### src/opmc_pkg.sv
// Shared types, register codes and reset constants for the operator motor mode controller.
package opmc_pkg;

    typedef enum logic [1:0] {
        MODE_OFF  = 2'd0,
        MODE_LOW  = 2'd1,
        MODE_HIGH = 2'd2
    } fly_mode_t;

    // Register indexes on the configuration port (byte address / 4).
    localparam logic [2:0] REG_CONVEYOR_SLOW = 3'd0;
    localparam logic [2:0] REG_SLOW_SPEED    = 3'd1;
    localparam logic [2:0] REG_FULL_SPEED    = 3'd2;
    localparam logic [2:0] REG_SLEW_STEP     = 3'd3;
    localparam logic [2:0] REG_SETPOINT_STEP = 3'd4;

    localparam logic [6:0] SLOW_SPEED_RST    = 7'd25;
    localparam logic [6:0] FULL_SPEED_RST    = 7'd127;
    localparam logic [6:0] SLEW_STEP_RST     = 7'd1;
    localparam logic [6:0] SETPOINT_STEP_RST = 7'd5;

    localparam logic signed [7:0] HIGH_SETPOINT_RST = 8'sd80;
    localparam logic signed [7:0] LOW_SETPOINT_RST  = 8'sd62;
    localparam logic signed [7:0] DRIVE_LIM         = 8'sd127;

    // Button bit positions within the level vector.
    localparam int BTN_HIGH     = 0;
    localparam int BTN_LOW      = 1;
    localparam int BTN_RAISE    = 2;
    localparam int BTN_LOWER    = 3;
    localparam int BTN_CONVEYOR = 4;
    localparam int BTN_REVERSE  = 5;
    localparam int BTN_STYLE    = 6;

    typedef struct packed {
        logic signed [7:0] flywheel;
        logic signed [7:0] conveyor;
        logic signed [7:0] right;
        logic signed [7:0] left;
    } drive_t;

    // Clamp a 9-bit signed sum to -127..127.
    function automatic logic signed [7:0] sat9(input logic signed [8:0] v);
        logic signed [7:0] r;
        if (v > 9'sd127) begin
            r = DRIVE_LIM;
        end else if (v < -9'sd127) begin
            r = -DRIVE_LIM;
        end else begin
            r = v[7:0];
        end
        return r;
    endfunction

endpackage

### src/operator_motor_mode_controller_unit.sv
// Operator motor mode controller: input register, one pass of update logic, result register.
//
//  channel  direction  handshake            payload
//  s_       in         s_valid / s_ready    seven button levels, three stick channels
//  m_       out        m_valid / m_ready    flywheel, conveyor, right and left drives
//  apb      in         psel/penable/pready  five control registers at 4*index
//
// One item per cycle sustained while m_ready is high; an accepted input passes from the input
// register through the combinational state update into the result register, which sets that rate.
// Reset (aresetn low, synchronous) empties both stages, clears the mode state and reloads the registers.
// A stalled result holds the input stage; s_ready drops only when both stages are full
// and m_ready is low.
module operator_motor_mode_controller_unit
    import opmc_pkg::*;
(
    input  logic              aclk,
    input  logic              aresetn,
    // input channel
    input  logic              s_valid,
    output logic              s_ready,
    input  logic              s_press_high,
    input  logic              s_press_low,
    input  logic              s_press_raise,
    input  logic              s_press_lower,
    input  logic              s_press_conveyor,
    input  logic              s_press_reverse,
    input  logic              s_press_style,
    input  logic signed [7:0] s_stick_turn,
    input  logic signed [7:0] s_stick_right,
    input  logic signed [7:0] s_stick_left,
    // result channel
    output logic              m_valid,
    input  logic              m_ready,
    output logic signed [7:0] m_flywheel_drive,
    output logic signed [7:0] m_conveyor_drive,
    output logic signed [7:0] m_right_drive,
    output logic signed [7:0] m_left_drive,
    // configuration port
    input  logic              psel,
    input  logic              penable,
    input  logic              pwrite,
    input  logic [4:0]        paddr,
    input  logic [31:0]       pwdata,
    output logic [31:0]       prdata,
    output logic              pready
);

    // configuration registers
    logic       conveyor_slow_reg;
    logic [6:0] slow_speed_reg;
    logic [6:0] full_speed_reg;
    logic [6:0] slew_step_reg;
    logic [6:0] setpoint_step_reg;

    // input stage
    logic              in_valid_reg;
    logic [6:0]        levels_reg;
    logic signed [7:0] turn_reg;
    logic signed [7:0] fwd_reg;
    logic signed [7:0] lft_reg;

    // controller state
    logic [6:0]        prev_levels_reg, prev_levels_next;
    fly_mode_t         mode_reg, mode_next;
    logic signed [7:0] high_sp_reg, high_sp_next;
    logic signed [7:0] low_sp_reg, low_sp_next;
    logic signed [7:0] flywheel_level_reg, flywheel_level_next;
    logic              conv_run_reg, conv_run_next;
    logic              conv_rev_reg, conv_rev_next;
    logic              arcade_reg, arcade_next;

    // result stage
    logic   out_valid_reg;
    drive_t drive_reg, drive_next;

    logic       advance;
    logic       cfg_write;
    logic [2:0] cfg_index;
    logic [6:0] rise;

    assign advance   = in_valid_reg && (!out_valid_reg || m_ready);
    assign s_ready   = !in_valid_reg || advance;
    assign m_valid   = out_valid_reg;
    assign pready    = 1'b1;
    assign cfg_write = psel && penable && pwrite && pready;
    assign cfg_index = paddr[4:2];

    assign m_flywheel_drive = drive_reg.flywheel;
    assign m_conveyor_drive = drive_reg.conveyor;
    assign m_right_drive    = drive_reg.right;
    assign m_left_drive     = drive_reg.left;

    // ---------------------------------------------------------------- config
    always_ff @(posedge aclk) begin
        if (!aresetn) begin
            conveyor_slow_reg <= 1'b0;
            slow_speed_reg    <= SLOW_SPEED_RST;
            full_speed_reg    <= FULL_SPEED_RST;
            slew_step_reg     <= SLEW_STEP_RST;
            setpoint_step_reg <= SETPOINT_STEP_RST;
        end else if (cfg_write) begin
            unique case (cfg_index)
                REG_CONVEYOR_SLOW: conveyor_slow_reg <= pwdata[0];
                REG_SLOW_SPEED:    slow_speed_reg    <= pwdata[6:0];
                REG_FULL_SPEED:    full_speed_reg    <= pwdata[6:0];
                REG_SLEW_STEP:     slew_step_reg     <= pwdata[6:0];
                REG_SETPOINT_STEP: setpoint_step_reg <= pwdata[6:0];
                default: ;
            endcase
        end
    end

    always_comb begin
        unique case (cfg_index)
            REG_CONVEYOR_SLOW: prdata = {31'd0, conveyor_slow_reg};
            REG_SLOW_SPEED:    prdata = {25'd0, slow_speed_reg};
            REG_FULL_SPEED:    prdata = {25'd0, full_speed_reg};
            REG_SLEW_STEP:     prdata = {25'd0, slew_step_reg};
            REG_SETPOINT_STEP: prdata = {25'd0, setpoint_step_reg};
            default:           prdata = 32'd0;
        endcase
    end

    // ---------------------------------------------------------------- update pass
    always_comb begin
        logic signed [7:0] sp;
        logic signed [8:0] sp_step;
        logic signed [8:0] target;
        logic signed [8:0] diff;
        logic signed [8:0] slew;
        logic signed [8:0] right_sum;
        logic signed [8:0] left_sum;
        logic signed [7:0] conv;

        rise             = levels_reg & ~prev_levels_reg;
        prev_levels_next = levels_reg;

        // high edge first, then low edge
        mode_next = mode_reg;
        if (rise[BTN_HIGH]) begin
            mode_next = (mode_next == MODE_HIGH) ? MODE_OFF : MODE_HIGH;
        end
        if (rise[BTN_LOW]) begin
            mode_next = (mode_next == MODE_LOW) ? MODE_OFF : MODE_LOW;
        end

        // nudge the active setpoint: raise then lower, saturating each time
        sp      = (mode_next == MODE_LOW) ? low_sp_reg : high_sp_reg;
        sp_step = {2'b00, setpoint_step_reg};
        if (rise[BTN_RAISE]) begin
            sp = sat9(9'(sp) + sp_step);
        end
        if (rise[BTN_LOWER]) begin
            sp = sat9(9'(sp) - sp_step);
        end
        high_sp_next = high_sp_reg;
        low_sp_next  = low_sp_reg;
        if (mode_next == MODE_LOW) begin
            low_sp_next = sp;
        end else if (mode_next == MODE_HIGH) begin
            high_sp_next = sp;
        end

        conv_run_next = conv_run_reg ^ rise[BTN_CONVEYOR];
        conv_rev_next = conv_rev_reg ^ rise[BTN_REVERSE];
        arcade_next   = arcade_reg ^ rise[BTN_STYLE];

        // slew toward the mode target, stopping exactly on it
        case (mode_next)
            MODE_LOW:  target = 9'(low_sp_next);
            MODE_HIGH: target = 9'(high_sp_next);
            default:   target = 9'sd0;
        endcase
        slew = {2'b00, slew_step_reg};
        diff = target - 9'(flywheel_level_reg);
        if (diff > slew) begin
            diff = slew;
        end else if (diff < -slew) begin
            diff = -slew;
        end
        flywheel_level_next = flywheel_level_reg + diff[7:0];

        if (arcade_next) begin
            right_sum = 9'(fwd_reg) - 9'(turn_reg);
            left_sum  = 9'(fwd_reg) + 9'(turn_reg);
        end else begin
            right_sum = 9'(fwd_reg);
            left_sum  = 9'(lft_reg);
        end

        conv = signed'({1'b0, conveyor_slow_reg ? slow_speed_reg : full_speed_reg});
        if (!conv_run_next) begin
            conv = 8'sd0;
        end else if (conv_rev_next) begin
            conv = -conv;
        end

        drive_next.flywheel = flywheel_level_next;
        drive_next.conveyor = conv;
        drive_next.right    = sat9(right_sum);
        drive_next.left     = sat9(left_sum);
    end

    // ---------------------------------------------------------------- registers
    always_ff @(posedge aclk) begin
        if (!aresetn) begin
            in_valid_reg       <= 1'b0;
            out_valid_reg      <= 1'b0;
            prev_levels_reg    <= 7'd0;
            mode_reg           <= MODE_OFF;
            high_sp_reg        <= HIGH_SETPOINT_RST;
            low_sp_reg         <= LOW_SETPOINT_RST;
            flywheel_level_reg <= 8'sd0;
            conv_run_reg       <= 1'b0;
            conv_rev_reg       <= 1'b1;
            arcade_reg         <= 1'b0;
        end else begin
            if (s_valid && s_ready) begin
                in_valid_reg <= 1'b1;
            end else if (advance) begin
                in_valid_reg <= 1'b0;
            end
            if (advance) begin
                out_valid_reg      <= 1'b1;
                prev_levels_reg    <= prev_levels_next;
                mode_reg           <= mode_next;
                high_sp_reg        <= high_sp_next;
                low_sp_reg         <= low_sp_next;
                flywheel_level_reg <= flywheel_level_next;
                conv_run_reg       <= conv_run_next;
                conv_rev_reg       <= conv_rev_next;
                arcade_reg         <= arcade_next;
            end else if (m_ready) begin
                out_valid_reg <= 1'b0;
            end
        end
    end

    // payload, no reset
    always_ff @(posedge aclk) begin
        if (s_valid && s_ready) begin
            levels_reg <= {s_press_style, s_press_reverse, s_press_conveyor, s_press_lower,
                           s_press_raise, s_press_low, s_press_high};
            turn_reg   <= s_stick_turn;
            fwd_reg    <= s_stick_right;
            lft_reg    <= s_stick_left;
        end
        if (advance) begin
            drive_reg <= drive_next;
        end
    end

    // ---------------------------------------------------------------- assertions
    a_state_only_on_advance: assert property (@(posedge aclk) disable iff (!aresetn)
        !advance |=> $stable(flywheel_level_reg) && $stable(mode_reg))
        else $error("controller state changed without a transfer into the result stage");

    a_conveyor_off_zero: assert property (@(posedge aclk) disable iff (!aresetn)
        out_valid_reg && !conv_run_reg |-> drive_reg.conveyor == 8'sd0)
        else $error("conveyor driven while off");

    a_full_blocks_input: assert property (@(posedge aclk) disable iff (!aresetn)
        in_valid_reg && out_valid_reg && !m_ready |-> !s_ready)
        else $error("input accepted while both stages are full and stalled");

    a_flywheel_in_range: assert property (@(posedge aclk) disable iff (!aresetn)
        flywheel_level_reg != -8'sd128)
        else $error("flywheel level left the -127..127 range");

endmodule
### config.mk
export PLATFORM = sky130hd
export DESIGN_NAME = operator_motor_mode_controller_unit
export DESIGN_NICKNAME = d
export VERILOG_FILES = /design/src/opmc_pkg.sv /design/src/operator_motor_mode_controller_unit.sv
export SDC_FILE = /design/constraint.sdc
export NUM_CORES = 1
export LEC_CHECK = 0
export BUFFER_PORTS_ARGS = -buffer_cell sky130_fd_sc_hd__buf_2
export CORE_MARGIN = 2
export CORE_UTILIZATION = 27
export CTS_BUF_LIST = sky130_fd_sc_hd__clkbuf_2
export CTS_CLUSTER_SIZE = 40
export DETAILED_ROUTE_END_ITERATION = 7
export MAX_ROUTING_LAYER = met4
export SYNTH_ARGS = -nofsm -noshare
export SYNTH_HDL_FRONTEND = slang
export SYNTH_SLANG_ARGS = --single-unit
export TNS_END_PERCENT = 50
### constraint.sdc
create_clock -name aclk -period 10.6 [get_ports aclk]
set_input_delay 1.06 -clock aclk [delete_from_list [all_inputs] [get_ports aclk]]
set_output_delay 1.06 -clock aclk [all_outputs]
set_load 0.01 [all_outputs]
Word level (Yosys, flattened, before mapping)
Cells that the tools add are included.
{"block": "word_totals", "register_bits": 130, "input_bits": 75, "out_inout_bits": 67}
{"block": "op_classes", "n_addsub": 8, "magnitude_cmp": 10, "eq_ne": 8, "mux": 28, "bitwise_logic": 5, "reduce_logical": 19}
{"operator": "$mux 8", "count": 14}
{"operator": "$gt 9x8->1 const B", "count": 4}
{"operator": "$lt 9x8->1 const B", "count": 4}
{"operator": "$pmux 7 s5", "count": 1}
{"operator": "$add 8x8->9", "count": 2}
{"operator": "$mux 9", "count": 2}
{"operator": "$pmux 9 s2", "count": 1}
{"operator": "$sub 8x8->9", "count": 2}
{"operator": "$mux 7", "count": 2}
{"operator": "$reduce_and 2->1", "count": 6}
{"operator": "$gt 9x8->1", "count": 1}
{"operator": "$lt 9x9->1", "count": 1}
{"operator": "$neg 7->9", "count": 1}
{"operator": "$sub 9x8->9", "count": 1}
{"operator": "$add 8x8->8", "count": 1}
{"operator": "$neg 7->8", "count": 1}
{"operator": "$and 7x7->7", "count": 1}
{"operator": "$not 7->7", "count": 1}
{"operator": "$eq 3x2->1 const B", "count": 2}
{"operator": "$mux 2", "count": 3}
{"operator": "$mux 1", "count": 5}
{"operator": "$eq 2x1->1 const B", "count": 2}
{"operator": "$eq 2x2->1 const B", "count": 2}
{"operator": "$logic_and 1x1->1", "count": 4}
{"operator": "8 further kinds", "count": 14}

Depth between registers and ports, before layout
Gate-level depths: netlist (run 1).
{"block": "depth", "word_depth": 26, "depth_mapped": 51, "ltp_nobuf": 49}

Worst setup path after synthesis (run 1)
OpenSTA, ideal clock, no wires.
{"block": "synth_timing", "path_kind": "register to register", "from": "reg levels_reg[0]", "to": "reg flywheel_level_reg[7]", "setup_time_ps": 136, "t_arrival_ps": 9607, "slack_ps": 857, "path_stages_with_launch": 51, "path_buffers": 3, "period_less_slack_ps": 9743, "path_cell_list": "edfxtp_1 -> nor2b_1 -> nand2b_1 -> nor3_1 -> a21oi_1 -> ha_1 -> buf_2 -> buf_1 -> mux2i_1 -> inv_1 -> ha_1 -> o21ai_0 -> o211ai_1 -> o211ai_2 -> o311ai_4 -> o32a_1 -> o41ai_2 -> ha_1 -> [15 not listed] -> o21ai_0 -> a31oi_1 -> inv_1 -> ha_1 -> nor2b_1 -> a31oi_1 -> buf_2 -> a31oi_1 -> a22oi_1 -> ha_1 -> a21o_1 -> a21oi_1 -> nor2b_1 -> o21a_1 -> o41ai_2 -> xnor2_1 -> a2111oi_0 -> a211oi_1"}
{"block": "synth_via", "elab_chain_len": 25}
{"element": "start, declared", "line": "operator_motor_mode_controller_unit.sv:57", "rtl": "logic [6:0] levels_reg;"}
{"element": "start signal, assigned", "line": "operator_motor_mode_controller_unit.sv:242", "rtl": "levels_reg <= {s_press_style, s_press_reverse, s_press_conveyor, s_press_lower,"}
{"element": "$and 7x7->7 *", "line": "operator_motor_mode_controller_unit.sv:135", "rtl": "rise = levels_reg & ~prev_levels_reg;"}
{"element": "$mux 2 *", "line": "operator_motor_mode_controller_unit.sv:140", "rtl": "if (rise[BTN_HIGH]) begin"}
{"element": "$eq 2x1->1", "line": "operator_motor_mode_controller_unit.sv:144", "rtl": "mode_next = (mode_next == MODE_LOW) ? MODE_OFF : MODE_LOW;"}
{"element": "$mux 1", "line": "operator_motor_mode_controller_unit.sv:144"}
{"element": "$mux 2 *", "line": "operator_motor_mode_controller_unit.sv:143", "rtl": "if (rise[BTN_LOW]) begin"}
{"element": "net mode_next[0]", "line": "operator_motor_mode_controller_unit.sv:64", "rtl": "fly_mode_t mode_reg, mode_next;"}
{"element": "$eq 2x1->1", "line": "operator_motor_mode_controller_unit.sv:148, operator_motor_mode_controller_unit.sv:158, operator_motor_mode_controller_unit.sv:169"}
{"element": "$mux 8", "line": "operator_motor_mode_controller_unit.sv:148", "rtl": "sp = (mode_next == MODE_LOW) ? low_sp_reg : high_sp_reg;"}
{"element": "[10 not listed]"}
{"element": "$mux 8", "line": "operator_motor_mode_controller_unit.sv:160", "rtl": "end else if (mode_next == MODE_HIGH) begin"}
{"element": "$mux 8", "line": "operator_motor_mode_controller_unit.sv:158", "rtl": "if (mode_next == MODE_LOW) begin"}
{"element": "$pmux 9 s2 *", "line": "operator_motor_mode_controller_unit.sv:169", "rtl": "case (mode_next)"}
{"element": "$sub 9x8->9 *", "line": "operator_motor_mode_controller_unit.sv:175", "rtl": "diff = target - 9'(flywheel_level_reg);"}
{"element": "$lt 9x9->1", "line": "operator_motor_mode_controller_unit.sv:178", "rtl": "end else if (diff < -slew) begin"}
{"element": "$mux 8", "line": "operator_motor_mode_controller_unit.sv:178"}
{"element": "$mux 8 *", "line": "operator_motor_mode_controller_unit.sv:176", "rtl": "if (diff > slew) begin"}
{"element": "$add 8x8->8 *", "line": "operator_motor_mode_controller_unit.sv:181", "rtl": "flywheel_level_next = flywheel_level_reg + diff[7:0];"}
{"element": "end signal, assigned", "line": "operator_motor_mode_controller_unit.sv:229", "rtl": "flywheel_level_reg <= flywheel_level_next;"}
{"element": "end, declared", "line": "operator_motor_mode_controller_unit.sv:67", "rtl": "logic signed [7:0] flywheel_level_reg, flywheel_level_next;"}
The timed path passes the listed nets; every way through them passes the cells marked *.
A chain may end at the register's enable or synchronous reset.

Worst setup path in the final report (run 1)
Same ends and word-level chain as after synthesis.

==> impl_metrics.yaml, run 1 <==
job:
  max-cap-violations: 0
layout:
  drive_gt1_share_pct: 25.4
  post-route-cell-area_sq_um: 10800
  n_fill_cell: 3316
  fin_nets: 1264
  final_common_cell: "buf_4"
  layout_common_cells: "96 x buf_4, 92 x nor2_1, 91 x nand2_1, 89 x buf_2, 67 x dfxtp_1"
  areaGrowthSynthToFinish_pct: 23.6
synth:
  async_reset_ff_share_pct: 0
  syn-cell-area_sq_um: 8730
  syn_inst: 947
  ys_seq_elements: 130
  yosys_warnings: 0
  syn_avg_cell_area_sq_um: 9.22
  synth_edf_count: 63
  yosysSeqAreaShare_pct: 37.0
  synth_top_flop_cell: "dfxtp_1"
  ys_types: 77
outcome:
  outcome: "finished, final reports clean"
worst_setup_path:
  cp-start-kind: "register"
  end_kind: "register"
  cp_top_family: "compound AO/OA/AOI/OAI gates"
  critical_path_class: "reg2reg"
  required_ps: 11190
  crit_fanout: 7
  cp_common_cell: "buf_4"
  arrival_ps: 10640
  path_buf_inv: 7
  crit_path_max_incr_delay_ps: 440
  slowest_stage: "edfxtp_1"
floorplanning:
  dieArea_sq_um: 33800
  initial_core_util_pct: 27.5
  ios: 142
  row_count: 65
  die_h_microns: 184
  die_width_microns: 184
  coreArea_sq_um: 31700
clock_network:
  cts-buffers-inserted: 17
  postCtsHoldBufs: 0
  clk-insertion-delay-late_ps: 710
  root_buffer: "clkbuf_2"
  cts.path.max_buffers: 2
  htreeDepth: 4
  cts_tree: "done"
  clk_pin_slew_ps: 200
  cts.sinks: 130
detailed_routing:
  dr.pass1.iters: 6
  drt-initial-drc-count: 399
  wl_microns: 23400
  vias: 7445
  vias_per_cell: 4.85
  wl_per_cell_microns: 15.3
  final_antenna_net_count: 0
  drcViolationCount: 0
place:
  hpwl_microns: 17800
  port_buffers: 88
  place_congestion: 0.911
  postPlaceCellArea_sq_um: 10100
sta:
  hold_ws_ps: 468
  slew_violations: 0
  finalCriticalPeriod_ps: 10050
  clock.fmax_ghz: 0.0995
  report.final.hold_viol_count: 0
  period_share_pct: 94.8
  max-slew-margin-rel_pct: 36.6
  fin_worst_skew_ps: 39.1
  setup_violations: 0
  tightest_slew_ps: 949
grt:
  grt_max_degree: 46
  grt_overflow: 0
  grt_pass1_wl_microns: 37000
  grt_usage_pct: 14.2
  grt_antenna_before_repair: 1
  first_global_vias: 6991
power_and_ir_drop:
  power_density_nw_per_um2: 230
  p_leak_nw: 4.53
  ir_worst_vdd_v: 0.000150
min_path:
  min_path_type: "reg2reg"
tightest hold or removal path, stage by stage (launching register included):
cell and delay (ps):
dfxtp_1 350, nand2_1 50, a21oi_1 50
synthesized netlist by cell type, drive strengths merged, types with 4 or more instances:
cell / count / area [sq um]
nor2: 92 / 345
nand2: 91 / 342
dfxtp: 67 / 1340
edfxtp: 63 / 1890
ha: 63 / 788
inv: 56 / 210
a21oi: 48 / 240
mux2i: 47 / 470
buf: 34 / 231
o21ai: 34 / 170
xnor2: 27 / 236
clkbuf: 24 / 91.3
nor2b: 20 / 133
nand3: 19 / 95.1
o22ai: 17 / 106
a22oi: 15 / 113
o21a: 15 / 113
a21o: 14 / 105
nand2b: 14 / 87.6
nor3: 14 / 75.1
o211ai: 14 / 110
xor2: 14 / 123
a21boi: 12 / 90.1
a211oi: 9 / 67.6
and2: 8 / 50.1
mux2: 8 / 90.1
a2111oi: 7 / 62.6
o31ai: 7 / 52.6
a31oi: 6 / 37.5
fa: 6 / 120
o31a: 6 / 52.6
a2bb2oi: 5 / 43.8
and3: 5 / 31.3
o21bai: 5 / 37.5
or3: 5 / 36.3
nand3b: 4 / 30.0
nand4: 4 / 25.0
nor3b: 4 / 35.0
o32a: 4 / 40.0
o41ai: 4 / 57.6
or2: 4 / 27.5
worst paths after layout:
| check | from | depth (start not counted) | slack (ps) | to |
|---|---|---|---|---|
| max | levels_reg[0]$_DFFE_PP_ | 51 | 550 | flywheel_level_reg[7]$_SDFFE_PN0P_ |
| min | prev_levels_reg[5]$_SDFFE_PN0P_ | 2 | 470 | prev_levels_reg[5]$_SDFFE_PN0P_ |
| max reg2reg | levels_reg[0]$_DFFE_PP_ | 51 | 550 | flywheel_level_reg[7]$_SDFFE_PN0P_ |
| min reg2reg | prev_levels_reg[5]$_SDFFE_PN0P_ | 2 | 470 | prev_levels_reg[5]$_SDFFE_PN0P_ |
metal layers:
metal	share of wire, %	routed length [microns]	track usage, %
met1	48	11200	19.1
met2	46	10700	22.2
met3	5.1	1200	2.60
met4	1.4	332	3.62
met5	0	0	-
area by class of cell:
type / instances / area (sq um) / area share [%]
Multi-Input combinational cell: 727 / 5370 / 49.8
Tap cell: 402 / 503 / 4.66
Antenna cell: 1 / 2.50 / 0.0232
Sequential cell: 130 / 3230 / 30.0
Timing Repair Buffer: 188 / 1200 / 11.1
Clock buffer: 20 / 100 / 0.928
Inverter: 56 / 210 / 1.95
Clock inverter: 12 / 165 / 1.53
logic make-up after synthesis:
| logic type | after synthesis | share of synthesized area (%) |
|---|---|---|
| compound gates | 243 | 20.0 |
| mux | 55 | 6.42 |
| fa+ha+maj | 70 | 10.5 |
| simple gates | 292 | 15.8 |
| xor+xnor | 41 | 4.11 |
| flops | 130 | 37.0 |
| other cells | 2 | 0.0860 |
| buf+inv | 114 | 6.11 |
through the flow:
step | utilization, % | TNS, ps | setup slack [ps] | total power, mW | std cells
finish | 34.0 | 0 | 549 | 2.48 | 1536
global route | 34.0 | -63.5 | -63.5 | 2.67 | 1536
CTS | 32.8 | 0 | 68.9 | 2.29 | 1524
detailed placement | 31.9 | -117 | -109 | 1.92 | 1492
global placement | 31.9 | 0 | 76.4 | 1.91 | 1492
floorplan | - | 0 | 857 | 1.40 | 971
report_power, final:
group	internal, mW	leakage [nW]	switching [mW]
Combinational	0.740	3.23	0.761
Sequential	0.607	1.15	0.0250
Clock	0.155	0.157	0.191
timing repair:
item / in CTS / in global routing
endpoints found under the setup margin: 2 / 9
buffers inserted: 0 / 10
pin swaps: 2 / 26
hold endpoints to repair: 0 / 0
cloned: 0 / 1
resized for setup: 3 / 61
(Power assumes the default switching activity.)
==> inputs of run 2 (changes only) <==
Settings changed: GPL_TIMING_DRIVEN set to 0, SLEW_MARGIN set to 30.
==> run 2 against run 1 <==
- design area hardly changed
- final cell count is 0.91% lower
- first-iteration DRC count up 10%
- largest cell class unchanged
==> impl_metrics.yaml, run 2 (synthesis gave the netlist of run 1 again) <==
outcome:
  outcome: "finished, final reports clean"
clock_network:
  cts.path.max_buffers: 2
  postCtsHoldBufs: 0
  cts-buffers-inserted: 17
  clk_pin_slew_ps: 190
  root_buffer: "clkbuf_2"
  cts_tree: "done"
  cts.sinks: 130
  htreeDepth: 4
  clk-insertion-delay-late_ps: 750
sta:
  fin_worst_skew_ps: 43.6
  max-slew-margin-rel_pct: 44.6
  slew_violations: 0
  tightest_slew_ps: 829
  report.final.hold_viol_count: 0
  setup_violations: 0
  hold_ws_ps: 467
  period_share_pct: 96.7
  clock.fmax_ghz: 0.0975
  finalCriticalPeriod_ps: 10250
place:
  hpwl_microns: 17900
  port_buffers: 87
  place_congestion: 0.893
  dpl.cell_count: 1461
min_path:
  min_path_type: "reg2reg"
grt:
  grt_overflow: 0
  grt_usage_pct: 14.2
  grt_pass1_wl_microns: 36800
  grt_max_degree: 42
  grt_antenna_before_repair: 1
  first_global_vias: 6979
worst_setup_path:
  critical_path_class: "reg2reg"
  crit_path_max_incr_delay_ps: 550
  crit_fanout: 6
  arrival_ps: 10870
  required_ps: 11210
  end_kind: "register"
  cp-start-kind: "register"
  slowest_stage: "a2111oi_1"
detailed_routing:
  final_antenna_net_count: 0
  vias: 7464
  wl_per_cell_microns: 15.7
  wl_microns: 23900
  drt-initial-drc-count: 439
  drcViolationCount: 0
  dr.pass1.iters: 8
  vias_per_cell: 4.90
floorplanning:
  initial_core_util_pct: 27.5
  dieArea_sq_um: 33800
  die_width_microns: 184
  ios: 142
  die_h_microns: 184
  coreArea_sq_um: 31700
  row_count: 65
power_and_ir_drop:
  power.total_mw: 2.30
  ir_worst_vdd_v: 0.000137
  p_leak_nw: 4.44
  power_density_nw_per_um2: 213
layout:
  areaGrowthSynthToFinish_pct: 23.5
  layout_common_cells: "92 x nor2_1, 91 x nand2_1, 88 x buf_2, 67 x dfxtp_1, 63 x edfxtp_1"
  fin_nets: 1250
  drive_gt1_share_pct: 24.0
  layout.cells.non_filler: 1522
  utilization_pct: 34.0
  final_common_cell: "nor2_1"
job:
  max-cap-violations: 0
==> run 2: final cells by class <==
| cell class | count | area, sq um |
|---|---|---|
| Inverter | 56 | 210 |
| Timing Repair Buffer | 116 | 669 |
| Tap cell | 402 | 503 |
| Antenna cell | 1 | 2.50 |
| Fill cell | 3266 | 20900 |
| Sequential cell | 130 | 3230 |
| Clock inverter | 12 | 164 |
| Clock buffer | 20 | 100 |
| Buffer | 58 | 364 |
| Multi-Input combinational cell | 727 | 5530 |
==> run 2: metal layers <==
metal | share of wire [%] | vias up | wire length [microns] | track usage, %
li1 | - | 3689 | - | -
met1 | 49 | 3539 | 11800 | 19.5
met2 | 45 | 211 | 10700 | 21.8
met3 | 4.6 | 25 | 1090 | 2.54
met4 | 1.3 | 0 | 305 | 3.10
met5 | 0 | - | 0 | -
==> run 2: final timing paths <==
kind | slack, ps | endpoint | depth (start not counted) | startpoint
max | 350 | flywheel_level_reg[7]$_SDFFE_PN0P_ | 47 | levels_reg[0]$_DFFE_PP_
min | 470 | prev_levels_reg[6]$_SDFFE_PN0P_ | 2 | prev_levels_reg[6]$_SDFFE_PN0P_
max reg2reg | 350 | flywheel_level_reg[7]$_SDFFE_PN0P_ | 47 | levels_reg[0]$_DFFE_PP_
min reg2reg | 470 | prev_levels_reg[6]$_SDFFE_PN0P_ | 2 | prev_levels_reg[6]$_SDFFE_PN0P_
==> run 2: worst max-delay path: cells and delay by family, from the launching register on <==
family                   cells  cell delay [ps]
flip-flops                   1              440
AO/OA/AOI/OAI               17             4020
buffers and inverters        3              250
multiplexers                 1              230
AND/OR/NAND/NOR             14             2110
adder cells (fa/ha/maj)     10             2670
XOR/XNOR                     2              410
==> run 2: power by group <==
group	internal [mW]	leakage, nW	switching, mW	total [mW]
clock	0.155	0.154	0.189	0.344
sequential	0.607	1.15	0.0255	0.633
combinational	0.582	3.13	0.739	1.32
==> run 2: through the flow <==
stage          instance area [sq um]  setup TNS [ps]  setup slack [ps]
6_report                       10800               0               345
5_1_grt                        10800            -125              -125
2_1_floorplan                   8820               0               857
4_1_cts                        10200               0              17.2
3_3_place_gp                    9760           -2600              -806
3_5_place_dp                    9780           -3000              -875
==> run 2: repair_timing <==
item,CTS,global route
resized for setup,25,76
setup endpoints to repair,10,9
cloned,0,1
pin swaps,3,35
setup buffers,6,21
==> inputs of run 3 (changes only) <==
Settings changed: ABC_AREA set to 1, CTS_BUF_LIST sky130_fd_sc_hd__clkbuf_2 to sky130_fd_sc_hd__clkbuf_4 sky130_fd_sc_hd__clkbuf_8.
==> run 3 against run 2 <==
- sequential share of layout area up 2.3 points
- critical path type unchanged
- synthesized cell count up 17%
- core utilization down 2.1 points
- fmax up 6.9%
- largest cell class unchanged
- area after synthesis down 2.0%
- clock power up 20%
- combinational power down 34%
- sequential cell count unchanged
- die area down 1.9%
- non-clock buffer count down 30
- via count down 0.47%
- highest routed layer unchanged
- design area down 7.1%
==> impl_metrics.yaml, run 3 <==
outcome:
  outcome: "finished, final reports clean"
power_and_ir_drop:
  p_sw_share_pct: 41.3
  power_density_nw_per_um2: 190
  p_comb_share_pct: 45.7
  p_sw_mw: 0.785
  power.total_mw: 1.90
  p_seq_share_pct: 32.6
  p_leak_nw: 4.80
  ir_worst_vdd_v: 0.0000903
  power.share.clock_pct: 21.7
  p_int_mw: 1.11
clock_network:
  cts-buffers-inserted: 17
  cts.path.max_buffers: 2
  cts.sinks: 130
  clk_pin_slew_ps: 80
  cts_tree: "done"
  root_buffer: "clkbuf_8"
  clk-insertion-delay-late_ps: 460
  htreeDepth: 4
synth:
  syn_inst: 1104
  syn_avg_cell_area_sq_um: 7.75
  syn-cell-area_sq_um: 8550
  synth.top_cell.area_share_pct: 22.1
  synth_commonest_cells: "241 x nand2_1, 159 x inv_1, 93 x a21oi_1"
  async_reset_ff_share_pct: 0
  synth.area.top_cells: "edfxtp_1 22%, dfxtp_1 16%, nand2_1 11%"
  yosysTopAreaCell: "edfxtp_1"
  ys_types: 49
  yosys_warnings: 0
  yosysSeqAreaShare_pct: 37.8
  ys_seq_elements: 130
  yosysMostFrequentCell: "nand2_1"
  synth_top_flop_cell: "dfxtp_1"
  synth_edf_count: 63
grt:
  grt_antenna_before_repair: 0
  grt_max_degree: 42
  grt_overflow: 0
  grt_pass1_wl_microns: 35300
  grt_usage_pct: 13.9
  first_global_vias: 7004
detailed_routing:
  wl_per_cell_microns: 13.4
  dr.pass1.iters: 5
  final_antenna_net_count: 0
  drcViolationCount: 0
  vias_per_cell: 4.49
  drt-initial-drc-count: 389
  vias: 7429
  wl_microns: 22100
layout:
  layout_common_cells: "241 x nand2_1, 157 x inv_1, 92 x a21oi_1, 91 x buf_2, 86 x o21ai_0"
  n_antenna_cell: 0
  layout.cells.non_filler: 1654
  final_common_cell: "nand2_1"
  post-route-cell-area_sq_um: 10000
  drive_gt1_share_pct: 17.3
  areaGrowthSynthToFinish_pct: 17.0
  fin_nets: 1383
  utilization_pct: 31.9
min_path:
  min_path_type: "reg2reg"
  hp-start: "prev_levels_reg[4]$_SDFFE_PN0P_"
job:
  max-cap-violations: 0
worst_setup_path:
  end_kind: "register"
  arrival_ps: 9800
  rr_startpoint: "levels_reg[1]$_DFFE_PP_"
  slowest_stage: "o21ai_0"
  crit_path_max_incr_delay_ps: 490
  cp_common_cell: "nand2_1"
  cp_top_family: "simple AND/OR/NAND/NOR gates"
  required_ps: 10810
  crit_fanout: 10
  critical_path.startpoint: "levels_reg[1]$_DFFE_PP_"
  critical_path_class: "reg2reg"
  cp-start-kind: "register"
  path_buf_inv: 11
floorplanning:
  die_width_microns: 182
  dieArea_sq_um: 33100
  initial_core_util_pct: 27.2
  die_h_microns: 182
  coreArea_sq_um: 31400
  row_count: 65
  ios: 142
sta:
  clock.fmax_ghz: 0.104
  report.final.hold_viol_count: 0
  max-slew-margin-rel_pct: 43.2
  slew_violations: 0
  fin_worst_skew_ps: 12.3
  period_share_pct: 90.5
  finalCriticalPeriod_ps: 9590
  tightest_slew_ps: 850
  setup_violations: 0
place:
  port_buffers: 88
  postPlaceCellArea_sq_um: 9590
  hpwl_microns: 17100
  place_congestion: 0.889
  dpl.cell_count: 1618
-- run 3: worst reg2reg max path, delay by kind of cell (launching register included) --
kind                       cells  cell delay, ps
adders and majority gates      8            2240
DFF                            1             330
buffers and inverters         11             960
AOI/OAI and AO/OA             14            2500
and+or+nand+nor               31            2820
xor gates and xnor gates       3             510
-- run 3: final timing paths --
kind / endpoint / slack, ps / depth (start not counted)
setup / recovery: m_flywheel_drive[7]$_DFFE_PP_ / 1010 / 67
hold / removal: prev_levels_reg[4]$_SDFFE_PN0P_ / 460 / 2
setup reg to reg: m_flywheel_drive[7]$_DFFE_PP_ / 1010 / 67
hold reg to reg: prev_levels_reg[4]$_SDFFE_PN0P_ / 460 / 2
-- run 3: timing repair --
item                                    4_1_cts  5_1_grt
resized for setup                             0       11
hold buffers                                  0        0
endpoints found under the setup margin        0        5
setup buffers                                 0        4
-- run 3: routing by layer --
layer,GRT usage (%),wire (microns),vias up,part of all wire [%]
li1,-,-,3889,-
met1,18.3,11000,3341,50
met2,21.6,9860,176,45
met3,2.37,874,23,4.0
met4,4.48,333,0,1.5
met5,-,0,-,0
-- run 3: metrics by stage --
step / setup TNS [ps] / worst slack (ps) / hold WS (ps)
finish: 0 / 1010 / 456
global route: -13.0 / -13.0 / 487
CTS: 0 / 466 / 458
detailed placement: 0 / 553 / 446
global placement: 0 / 660 / 439
floorplan: 0 / 2220 / 429
-- run 3: cells by family after synthesis --
family	synth area share, %
simple gates	20.5
compound gates	16.4
buf+inv	11.0
flops	37.8
fa+ha+maj	10.6
xor+xnor	3.57
other cells	0.0878
-- run 3: power groups by stage --
stage          logic, mW  clock network (mW)  registers [mW]
4_1_cts            0.847               0.428           0.620
2_1_floorplan      0.616                   0           0.640
3_5_place_dp       0.840                   0           0.631
3_3_place_gp       0.836                   0           0.631
5_1_grt             1.00               0.446           0.624
6_report           0.869               0.412           0.619
-- run 3: layout make-up --
| type | instances | area [sq um] |
|---|---|---|
| timing repair buffer | 92 | 470 |
| sequential | 130 | 3230 |
| clock buffer | 20 | 256 |
| fill | 3342 | 21400 |
| tap | 402 | 503 |
| multi-input combinational | 779 | 4490 |
| buffer | 52 | 319 |
| inverter | 167 | 627 |
| clock inverter | 12 | 110 |
